## src/rtl/wsr_pkg.sv

```systemverilog
// Shared codes and defaults for the WebSocket fragment reassembly checker.
// Used by every module in rtl/; depends on nothing.
`default_nettype none
package wsr_pkg;

  localparam int LEN_BITS_DEF = 16;
  localparam int GEN_BITS_DEF = 8;

  // The configuration register never holds more than 16 bits.
  localparam int CFG_REG_BITS  = 16;
  localparam int CFG_DATA_BITS = 32;
  localparam int CFG_ADDR_BITS = 3;

  localparam logic [CFG_REG_BITS-1:0] MAX_LEN_RESET = 16'd4096;

  // Register index, taken from paddr[2].
  localparam logic REG_MAX_LEN = 1'b0;

  localparam logic MODE_HEADER = 1'b0;
  localparam logic MODE_DATA   = 1'b1;

  localparam logic [1:0] ST_PENDING  = 2'd0;
  localparam logic [1:0] ST_COMPLETE = 2'd1;
  localparam logic [1:0] ST_INVALID  = 2'd2;
  localparam logic [1:0] ST_CONFLICT = 2'd3;

  localparam logic [3:0] OP_CONT   = 4'd0;
  localparam logic [3:0] OP_TEXT   = 4'd1;
  localparam logic [3:0] OP_BINARY = 4'd2;

endpackage
`default_nettype wire

```

## src/rtl/wsr_core.sv

```systemverilog
// Reassembly state and the per-beat header and byte checks.
// Depends on wsr_pkg; the state advances only when step is high.
`default_nettype none
module wsr_core #(
  parameter int LEN_BITS = wsr_pkg::LEN_BITS_DEF,
  parameter int GEN_BITS = wsr_pkg::GEN_BITS_DEF
) (
  input  wire logic                clk,
  input  wire logic                rst,
  input  wire logic                step,
  input  wire logic [((LEN_BITS < wsr_pkg::CFG_REG_BITS) ? LEN_BITS
                      : wsr_pkg::CFG_REG_BITS)-1:0] max_len,
  input  wire logic                mode,
  input  wire logic [GEN_BITS-1:0] frag_generation,
  input  wire logic [3:0]          frag_opcode,
  input  wire logic [LEN_BITS-1:0] total_len,
  input  wire logic [LEN_BITS-1:0] frag_offset,
  input  wire logic [LEN_BITS-1:0] frag_data_len,
  input  wire logic                data_present,
  input  wire logic [7:0]          data_byte,
  output logic      [1:0]          status,
  output logic                     byte_valid,
  output logic      [7:0]          byte_out,
  output logic      [LEN_BITS-1:0] byte_offset,
  output logic      [3:0]          msg_opcode,
  output logic      [GEN_BITS-1:0] msg_generation,
  output logic      [LEN_BITS-1:0] msg_length
);
  import wsr_pkg::*;

  logic                assembling, assembling_next;
  logic [GEN_BITS-1:0] held_generation, held_generation_next;
  logic [3:0]          held_opcode, held_opcode_next;
  logic [LEN_BITS-1:0] expected_length, expected_length_next;
  logic [LEN_BITS-1:0] received_count, received_count_next;
  logic [LEN_BITS-1:0] bytes_owed, bytes_owed_next;

  logic [LEN_BITS-1:0] lim;
  logic [LEN_BITS-1:0] count_inc;
  logic                bounds_bad;
  logic                first_bad;
  logic                later_bad;

  assign lim       = LEN_BITS'(max_len);
  assign count_inc = received_count + LEN_BITS'(1);

  // The subtraction is only looked at once the offset is known to be in range.
  assign bounds_bad = (lim == '0) || (total_len > lim) || (frag_data_len > lim) ||
                      (frag_offset > total_len) ||
                      (frag_data_len > (total_len - frag_offset)) ||
                      ((frag_data_len != '0) && !data_present);

  assign first_bad = ((frag_opcode != OP_TEXT) && (frag_opcode != OP_BINARY)) ||
                     (frag_offset != '0) || (total_len == '0);

  assign later_bad = (frag_generation != held_generation) ||
                     ((frag_opcode != held_opcode) && (frag_opcode != OP_CONT)) ||
                     (total_len != expected_length) ||
                     (frag_offset != received_count);

  always_comb begin
    assembling_next      = assembling;
    held_generation_next = held_generation;
    held_opcode_next     = held_opcode;
    expected_length_next = expected_length;
    received_count_next  = received_count;
    bytes_owed_next      = bytes_owed;
    status               = ST_PENDING;
    byte_valid           = 1'b0;
    byte_out             = '0;
    byte_offset          = '0;
    msg_opcode           = '0;
    msg_generation       = '0;
    msg_length           = '0;

    if (mode == MODE_HEADER) begin
      if ((bytes_owed != '0) || bounds_bad || (!assembling && first_bad)) begin
        status = ST_INVALID;
      end else if (assembling && later_bad) begin
        status = ST_CONFLICT;
      end else begin
        bytes_owed_next = frag_data_len;
        if (!assembling) begin
          assembling_next      = 1'b1;
          held_generation_next = frag_generation;
          held_opcode_next     = frag_opcode;
          expected_length_next = total_len;
          received_count_next  = '0;
        end
      end
    end else begin
      if ((bytes_owed == '0) || !assembling) begin
        status = ST_INVALID;
      end else begin
        byte_valid          = 1'b1;
        byte_out            = data_byte;
        byte_offset         = received_count;
        received_count_next = count_inc;
        bytes_owed_next     = bytes_owed - LEN_BITS'(1);
        if (count_inc == expected_length) begin
          status         = ST_COMPLETE;
          msg_opcode     = held_opcode;
          msg_generation = held_generation;
          msg_length     = expected_length;
        end
      end
    end

    // Errors and a finished message both drop all reassembly state.
    if (status != ST_PENDING) begin
      assembling_next      = 1'b0;
      held_generation_next = '0;
      held_opcode_next     = OP_CONT;
      expected_length_next = '0;
      received_count_next  = '0;
      bytes_owed_next      = '0;
    end
  end

  always_ff @(posedge clk) begin
    if (rst) begin
      assembling      <= 1'b0;
      held_generation <= '0;
      held_opcode     <= OP_CONT;
      expected_length <= '0;
      received_count  <= '0;
      bytes_owed      <= '0;
    end else if (step) begin
      assembling      <= assembling_next;
      held_generation <= held_generation_next;
      held_opcode     <= held_opcode_next;
      expected_length <= expected_length_next;
      received_count  <= received_count_next;
      bytes_owed      <= bytes_owed_next;
    end
  end

endmodule
`default_nettype wire

```

## config.mk

```make
export PLATFORM = sky130hd
export DESIGN_NAME = wsr_core
export DESIGN_NICKNAME = d
export VERILOG_FILES = /design/src/rtl/wsr_pkg.sv /design/src/rtl/wsr_core.sv
export SDC_FILE = /design/constraint.sdc
export NUM_CORES = 1
export LEC_CHECK = 0
export BUFFER_PORTS_ARGS = -buffer_cell sky130_fd_sc_hd__buf_2
export CAP_MARGIN = 25
export CORE_MARGIN = 2
export CORE_UTILIZATION = 25
export DETAILED_ROUTE_END_ITERATION = 8
export PLACE_DENSITY = 0.48
export SYNTH_ARGS = -nofsm -noshare
export SYNTH_HDL_FRONTEND = slang
export SYNTH_SLANG_ARGS = --single-unit
export TNS_END_PERCENT = 30
```

## constraint.sdc

```tcl
create_clock -name clk -period 4.2 [get_ports clk]
set_clock_uncertainty 0.2 [all_clocks]
set_input_delay 0.21 -clock clk [delete_from_list [all_inputs] [get_ports clk]]
set_output_delay 0.21 -clock clk [all_outputs]
set_load 0.1 [all_outputs]
```

# Word-level counts from Yosys, hierarchy flattened
# Cells that the tools add are included.
# word_totals
wordCells	110
register_bits	61
out_inout_bits	55
# op_classes
order_cmp	4
muxes	50
n_reduce_logical	32
n_eq_ne	15
n_addsub	3
# ops
cell	count
$mux W16	21
$mux W8	10
$gt A16 B16 Y1	4
$logic_not A16 Y1	3
$reduce_bool A16 Y1	3
$mux W4	8
$ne A16 B16 Y1	2
$add A16 B1 Y16 const B	1
$eq A16 B16 Y1	1
$sub A16 B1 Y16 const B	1
$sub A16 B16 Y16	1
$logic_or A1 B1 Y1	13
$ne A3 B2 Y1 const B	4
$reduce_and A5 Y1	2
$mux W2	4
$ne A2 B1 Y1 const B	4
$ne A8 B8 Y1	1
$reduce_and A4 Y1	2
$mux W1	7
$logic_and A1 B1 Y1	5
$ne A4 B1 Y1 const B	1
$ne A4 B2 Y1 const B	1
$ne A4 B4 Y1	1
$reduce_bool A4 Y1	1
other kinds (2)	3

# Depth between registers and ports, before layout
# Gate-level depths: netlist of the first run.
# depth
ltp_word	13
mapped_depth	24
mapped_depth_nobuf	22

# Worst setup path before layout of the first run
# Ideal clock, no wire load.
# synth_timing
path_kind	register to output
from	register received_count[1]
to	output port msg_length[2]
path_buffers	1
path_stages_with_launch	9
arrival_ns	4.795
path_slack_ns	-1.005
required_ns	3.790
path_cell_list	dfxtp_1 > ha_1 > buf_2 > and3_4 > and4_1 > xnor2_1 > o2111ai_1 > or4_4 > nor4_1
# synth_via
elab_chain_len	5
# synth_rtl
item	line_no	rtl
from (decl)	wsr_core.sv:35	logic [LEN_BITS-1:0] received_count, received_count_next;
from (signal assigned)	wsr_core.sv:133	received_count <= received_count_next;
$add A16 B1 Y16	wsr_core.sv:45	assign count_inc = received_count + LEN_BITS'(1);
$eq A16 B16 Y1	wsr_core.sv:100	if (count_inc == expected_length) begin
$mux W16	wsr_core.sv:100	
$mux W16	wsr_core.sv:92	if ((bytes_owed == '0) || !assembling) begin
$mux W16	wsr_core.sv:76	if (mode == MODE_HEADER) begin
to (decl)	wsr_core.sv:27	output logic [LEN_BITS-1:0] msg_length
# No other way between the ends.

# Worst setup path after layout of the first run
# layout_timing
from	input port total_len[1]
to	register expected_length[11]
# layout_via
elab_chain_len	13
elab_cells_between_ends	28
cone_classes	add/sub: 1; order compare: 3; eq/ne: 5; mux: 4; reduce/logical: 15
# layout_rtl
item	line_no	rtl
from (decl)	wsr_core.sv:16	input wire logic [LEN_BITS-1:0] total_len,
parallel branches: the longest is 13 deep, another holds $sub A16 B16 Y16	--	
to (signal assigned)	wsr_core.sv:132	expected_length <= expected_length_next;
to (decl)	wsr_core.sv:34	logic [LEN_BITS-1:0] expected_length, expected_length_next;
# Several ways; the timed one is not identified.
# A chain may end at the register's enable or synchronous reset.

==> flow_summary.yaml, run 1 <==
global_routing:
  grt_pass1_wl_um: 37320
  grt_start_max_net_pins: 38
  grt_pass1_vias: 6443
  globalRoute.totalOverflow: 0
  grt.total_usage_pct: 18.42
  antenna_found_initial: 0
die:
  die_area_um2: 26930
  die_h_um: 164.1
  start_util_pct: 25.44
  die_w_um: 164.1
  core_area_um2: 25180
  num_rows: 58
  ios: 144
clock_tree:
  path_clk_slew_ns: 0.06
  clock_sinks: 61
  cts_root_buf: "clkbuf_16"
  htree_levels: 3
  clk_path_buf_depth: 2
  cts_made_buffers: 9
  cts_tree: "built"
  clock_latency_ns: 0.35
setup_path:
  path_class: "input pin to register"
  crit_fanout: 6
  arrival_ns: 4.33
  cpLargestDelayFamily: "compound AO/OA/AOI/OAI gates"
  cp_slowest_stage_delay_ns: 0.45
  crit_required_ns: 4.28
  crit_slowest_cell: "a2111o_1"
  crit_chain: "buf_8 > ha_4 > nor2b_4 > o21ai_2 > a21boi_1 > o21ai_1 > a21oi_2 > nor2_4 > buf_4 > o21bai_4 > a21oi_2 > xor2_1 > ha_1 > and4_1 > nand3_1 > a21oi_1 > a2111o_1 > a22oi_4 > nand4_1 > a211o_2 > a21oi_4 > buf_12 > clkbuf_16 > a22o_1"
  startpoint_type: "input pin"
  cp_common_cell: "a21oi_2"
  crit_buf_inv: 4
  cp-end-kind: "register"
layout:
  final_common_cell: "buf_2"
  mostFrequentLayoutCells: "buf_2 (112), buf_4 (68), ha_1 (62)"
  area_growth_pct: 41.38
  design_area_um2: 9059
  antenna_cells: 0
  post-route-util_pct: 35.97
  n_fill_cell: 2611
  drive_gt1_share_pct: 29.49
  nets: 1158
sta:
  tightest_slew_ns: 0.8768
  max_slew_margin_pct: 41.33
  setup_viol: 24
  hold_viol: 0
  slew_viol_final: 0
  post-route-min-period_ns: 4.242
  rsz0062_at_grt: "true"
  setup_tns_ns: -0.5174
  clock.fmax_ghz: 0.2357
  period_share_pct: 101.0
  setup_slack_ns: -0.04233
place:
  place.gp.congestion: 0.8909
  place_area_um2: 8277
  hpwl_um: 19870
  port_buffers: 143
pwr:
  p_total_uw: 1876
  powerDensity_nw_per_um2: 207.1
  ir_drop_uv: 161.6
  p_leak_uw: 0.004142
detailed_routing:
  drt-pass1-iter-count: 5
  drt_iter0_drc: 502
  wl_per_cell_um: 18.84
  viasPerCell: 5.067
  drc_errors: 0
  vias: 6774
  antenna_left: 0
  drt-total-wl_um: 25190
outcome:
  status: "complete, but fails checks"
  violations: "negative setup slack"
yosys:
  ys.flop_type: "dfxtp_1"
  ys_seq_elements: 61
  yosysUniqueCellTypes: 78
  ys_warn_count: 0
  avgSynthCellArea_um2: 7.989
  synthCells: 802
  syn_nets: 958
  ys_seq_area_share_pct: 19.06
  synth_enable_flop_cells: 0
  syn-cell-area_um2: 6407
  async_reset_ff_share_pct: 0
worst_hold_path:
  hp-class: "input pin to register"
job:
  cap_viol_max_count: 0
==> repair_timing <==
item                       CTS  global route
hold buffers                10             0
hold endpoints to repair    10             0
pin swaps                   19            52
setup endpoints to repair   43            83
gates resized for setup     20            37
cloned                       0             3
setup buffers                3             4
==> metal layers <==
| metal | global-route usage [%] | vias up | share of wire, % |
|---|---|---|---|
| met5 | 0 | - | 0 |
| met4 | 6.539 | 0 | 2.7 |
| met3 | 3.182 | 40 | 5.3 |
| met2 | 28.53 | 205 | 45 |
| met1 | 25.60 | 3193 | 47 |
| li1 | - | 3336 | - |
==> flip-flops by register name, summed over array words and instances (netlist names) <==
signal,cells
held_opcode,4
held_generation,8
assembling,1
expected_length,16
received_count,16
bytes_owed,16
==> cell type report <==
type / instances / area [um^2] / area share (%)
well taps: 330 / 412.9 / 4.558
clock inverters: 4 / 32.53 / 0.3591
repair buffers: 233 / 1979 / 21.85
multi-input cells: 644 / 4954 / 54.68
inverters: 53 / 201.4 / 2.224
clock buffers: 12 / 256.5 / 2.831
flip-flops and latches: 61 / 1222 / 13.49
==> metrics by stage <==
| stage | worst slack [ns] | hold slack, ns | instances |
|---|---|---|---|
| after floorplan | 0.02653 | 0.1355 | 802 |
| after global placement | -0.3655 | 0.2445 | 1301 |
| after detailed placement | -0.4282 | 0.2569 | 1301 |
| after CTS | -0.1061 | 0.006183 | 1330 |
| after global routing | -0.2251 | 0.03262 | 1337 |
| final | -0.04233 | 0.02786 | 1337 |
==> Yosys cell counts (8+ instances only) <==
master / number / area share (%)
ha_1: 66 / 13
dfxtp_1: 61 / 19
xor2_1: 60 / 8.2
and2_1: 57 / 5.6
inv_1: 53 / 3.1
a21oi_1: 52 / 4.1
nand2_1: 47 / 2.8
nor4_1: 32 / 3.1
nor2_1: 30 / 1.8
nand3_1: 26 / 2.0
o21ai_0: 26 / 2.0
a22o_1: 23 / 3.1
xnor2_1: 22 / 3.0
clkbuf_1: 19 / 1.1
nor3_1: 17 / 1.3
nand4_1: 15 / 1.5
or3_1: 12 / 1.2
nand3b_1: 11 / 1.3
a21o_1: 10 / 1.2
a31oi_1: 10 / 0.98
nor2b_1: 10 / 0.98
buf_4: 9 / 1.1
o2111ai_1: 9 / 1.2
and3_1: 8 / 0.78
==> cells by family (layout without fill, tap and decap cells) <==
group / count (synthesis) / count (layout) / synth area share [%]
XOR/XNOR: 82 / 82 / 11.21
flip-flops: 61 / 61 / 19.06
adder cells (fa/ha/maj): 68 / 68 / 13.36
AO/OA/AOI/OAI: 187 / 187 / 20.21
buffers and inverters: 97 / 302 / 7.225
multiplexers: 6 / 6 / 0.9569
AND/OR/NAND/NOR: 301 / 301 / 27.98
==> path summary, 6_finish.rpt <==
kind | start | end | slack (ns) | depth (start not counted)
worst max-delay path | total_len[1] | expected_length[11]$_SDFFE_PP0P_ | -0.04 | 24
worst min-delay path | total_len[14] | expected_length[14]$_SDFFE_PP0P_ | 0.03 | 2
worst max register to register | received_count[5]$_SDFFE_PP0P_ | expected_length[11]$_SDFFE_PP0P_ | 0.55 | 11
worst min register to register | bytes_owed[0]$_SDFFE_PP0P_ | bytes_owed[0]$_SDFFE_PP0P_ | 0.28 | 2
==> where the power goes <==
group	internal [uW]	leakage, uW	switching [uW]
clock	434	0.000135	297
sequential	579	0.000492	0.0000235
combinational	260	0.00352	306
total	1270	0.00414	603
Note: power is estimated with default switching activity, not from simulation.
==> run 2, diff against run 1 <==
--- a/config.mk
+++ b/config.mk
@@ -11,6 +11,7 @@
 export CORE_UTILIZATION = 25
 export DETAILED_ROUTE_END_ITERATION = 8
 export PLACE_DENSITY = 0.48
+export SLEW_MARGIN = 20
 export SYNTH_ARGS = -nofsm -noshare
 export SYNTH_HDL_FRONTEND = slang
 export SYNTH_SLANG_ARGS = --single-unit
==> constraint.sdc (replaced) <==
create_clock -name clk -period 3.7 [get_ports clk]
set_clock_uncertainty 0.2 [all_clocks]
set_input_delay 0.185 -clock clk [delete_from_list [all_inputs] [get_ports clk]]
set_output_delay 0.185 -clock clk [all_outputs]
set_load 0.1 [all_outputs]
==> run 2 against run 1 <==
Against the previous run:
- the flow still finishes with violations (negative setup slack)
- combinational power rose by 14%
- critical path type unchanged
- largest power group unchanged
- power grew 11%
- routed wire length down 0.27%
==> flow_summary.yaml, run 2 (same netlist as run 1, synthesis figures left out) <==
clock_tree:
  cts_made_buffers: 9
  htree_levels: 3
  path_clk_slew_ns: 0.06
  clk_path_buf_depth: 2
  clock_sinks: 61
  clock_latency_ns: 0.34
  cts_tree: "built"
  cts_root_buf: "clkbuf_16"
place:
  place.gp.congestion: 0.8977
  dp.cells: 1326
  hpwl_um: 20490
  port_buffers: 143
setup_path:
  cp-end-kind: "register"
  arrival_ns: 4.28
  critPathCapture: "expected_length[0]$_SDFFE_PP0P_"
  crit_slowest_cell: "a2111o_1"
  reg2reg_to: "expected_length[6]$_SDFFE_PP0P_"
  startpoint_type: "input pin"
  startpoint: "frag_offset[1]"
  crit_fanout: 25
  crit_chain: "buf_12 > inv_12 > ha_4 > nor2b_4 > o21ai_2 > a21boi_2 > o21ai_2 > a21oi_2 > nor2_2 > o31ai_4 > o41ai_2 > xor2_1 > ha_1 > a21oi_2 > nand2_1 > nand3b_1 > a2111o_1 > a22oi_4 > nand4_1 > buf_4 > a211o_2 > a21oi_4 > buf_12 > a22o_1"
  cp_slowest_stage_delay_ns: 0.41
  crit_required_ns: 3.78
  path_class: "input pin to register"
  reg2reg_slack_ns: 0.31
  r2r.worst_path.cells: 11
  r2r-start: "received_count[0]$_SDFFE_PP0P_"
outcome:
  violations: "negative setup slack"
  status: "complete, but fails checks"
layout:
  nets: 1180
  drive_gt1_share_pct: 31.49
  area_growth_pct: 42.86
  n_fill_cell: 2667
  multi_input_area_um2: 4949
  ff_latch_area_um2: 1221
  instances_no_fill: 1359
  final_common_cell: "buf_2"
  antenna_cells: 0
  post-route-util_pct: 36.35
  mostFrequentLayoutCells: "buf_2 (112), buf_4 (94), ha_1 (61), dfxtp_1 (61), xor2_1 (60)"
  top_regs: "bytes_owed (16), expected_length (16), received_count (16)"
global_routing:
  grt.total_usage_pct: 18.73
  grt_pass1_vias: 6709
  grt_pass1_wl_um: 38370
  grt_start_max_net_pins: 38
  globalRoute.totalOverflow: 0
  antenna_found_initial: 0
job:
  cap_viol_max_count: 0
sta:
  period_share_pct: 113.5
  setup_viol: 62
  setup_slack_ns: -0.4984
  max_slew_margin_pct: 41.59
  hold_viol: 0
  tightest_slew_ns: 0.8729
  rsz0062_at_grt: "true"
  clock.fmax_ghz: 0.2382
  post-route-min-period_ns: 4.198
  slew_viol_final: 0
die:
  ios: 144
  start_util_pct: 25.44
  die_w_um: 164.1
  core_area_um2: 25180
  die_area_um2: 26930
  num_rows: 58
  die_h_um: 164.1
detailed_routing:
  antenna_left: 0
  viasPerCell: 5.071
  wl_per_cell_um: 18.48
  drt-pass1-iter-count: 5
  drt_iter0_drc: 393
  drc_errors: 0
  vias: 6892
  drt-total-wl_um: 25120
worst_hold_path:
  hp-class: "input pin to register"
pwr:
  ir_drop_uv: 160.8
  powerDensity_nw_per_um2: 227.8
  pwr-share-seq_pct: 31.5
  p_sw_uw: 675.8
  p_int_uw: 1409
  swShare_pct: 32.41
  p_leak_uw: 0.004191
  p_comb_share_pct: 30.9
  clockPowerShare_pct: 37.6
-- run 2: changes by cell type in the layout (fill, tap and decap cells not counted), moves of 3 or more --
| cell | before | now |
|---|---|---|
| nand2_2 | 0 | 3 |
| buf_4 | 68 | 94 |
| o21ai_1 | 6 | 11 |
| nand3_1 | 26 | 23 |
| o21ai_0 | 22 | 16 |
-- run 2: per-stage QoR --
step | worst slack (ns) | total power [uW] | setup TNS, ns | hold WS [ns] | area (um^2)
final | -0.4984 | 2085 | -19.02 | 0.02706 | 9154
after global routing | -0.6469 | 2196 | -34.04 | 0.01967 | 9154
after CTS | -0.5339 | 2074 | -22.25 | 0.03481 | 8986
after detailed placement | -0.9187 | 1255 | -49.72 | 0.2276 | 8486
after global placement | -0.8325 | 1254 | -45.74 | 0.2185 | 8486
after floorplan | -0.3618 | 986.4 | -14.49 | 0.1105 | 6462
-- run 2: worst min-delay path by stage --
stage                       start                         endpoint  slack, ns  depth (start not counted)
2_1_floorplan  frag_generation[0]  held_generation[0]$_SDFFE_PP0P_       0.11                          1
3_3_place_gp   frag_generation[2]  held_generation[2]$_SDFFE_PP0P_       0.22                          2
3_5_place_dp   frag_generation[6]  held_generation[6]$_SDFFE_PP0P_       0.23                          2
4_1_cts              total_len[4]  expected_length[4]$_SDFFE_PP0P_       0.03                          3
5_1_grt              total_len[0]  expected_length[0]$_SDFFE_PP0P_       0.02                          3
6_report             total_len[0]  expected_length[0]$_SDFFE_PP0P_       0.03                          3
-- run 2: critical path: cells and delay by family --
kind	cells	cell delay, ns
adders and majority gates	2	0.48
AOI/OAI and AO/OA	12	2.15
and+or+nand+nor	5	0.71
xor gates and xnor gates	1	0.20
buffers and inverters	4	0.54
-- run 2: what timing repair did --
item | CTS | global route
endpoints found under the setup margin | 78 | 88
resized for setup | 29 | 34
hold buffers | 10 | 0
hold endpoints to repair | 10 | 0
setup buffers | 3 | 4
pin swaps | 31 | 6
-- run 2: layer usage --
metal  wire length, um  up-vias  global-route usage (%)
li1                  -     3379                       -
met1             11450     3227                   25.64
met2             11310      251                   29.95
met3              1653       35                   3.131
met4               708        0                   5.821
met5                 0        -                       0
-- run 2: power by group through the flow --
stage	Combinational (uW)	Clock, uW	Sequential [uW]
6_report	644	784	657
5_1_grt	708	831	656
4_1_cts	614	803	657
3_5_place_dp	584	0	671
3_3_place_gp	582	0	671
2_1_floorplan	315	0	671
-- run 2: cell type report --
cell class / instances / share of cell area [%]
Clock buffer: 11 / 2.542
Inverter: 53 / 2.310
Clock inverter: 5 / 0.4101
Sequential cell: 61 / 13.34
Timing Repair Buffer: 255 / 22.83
Multi-Input combinational cell: 644 / 54.06
Tap cell: 330 / 4.511
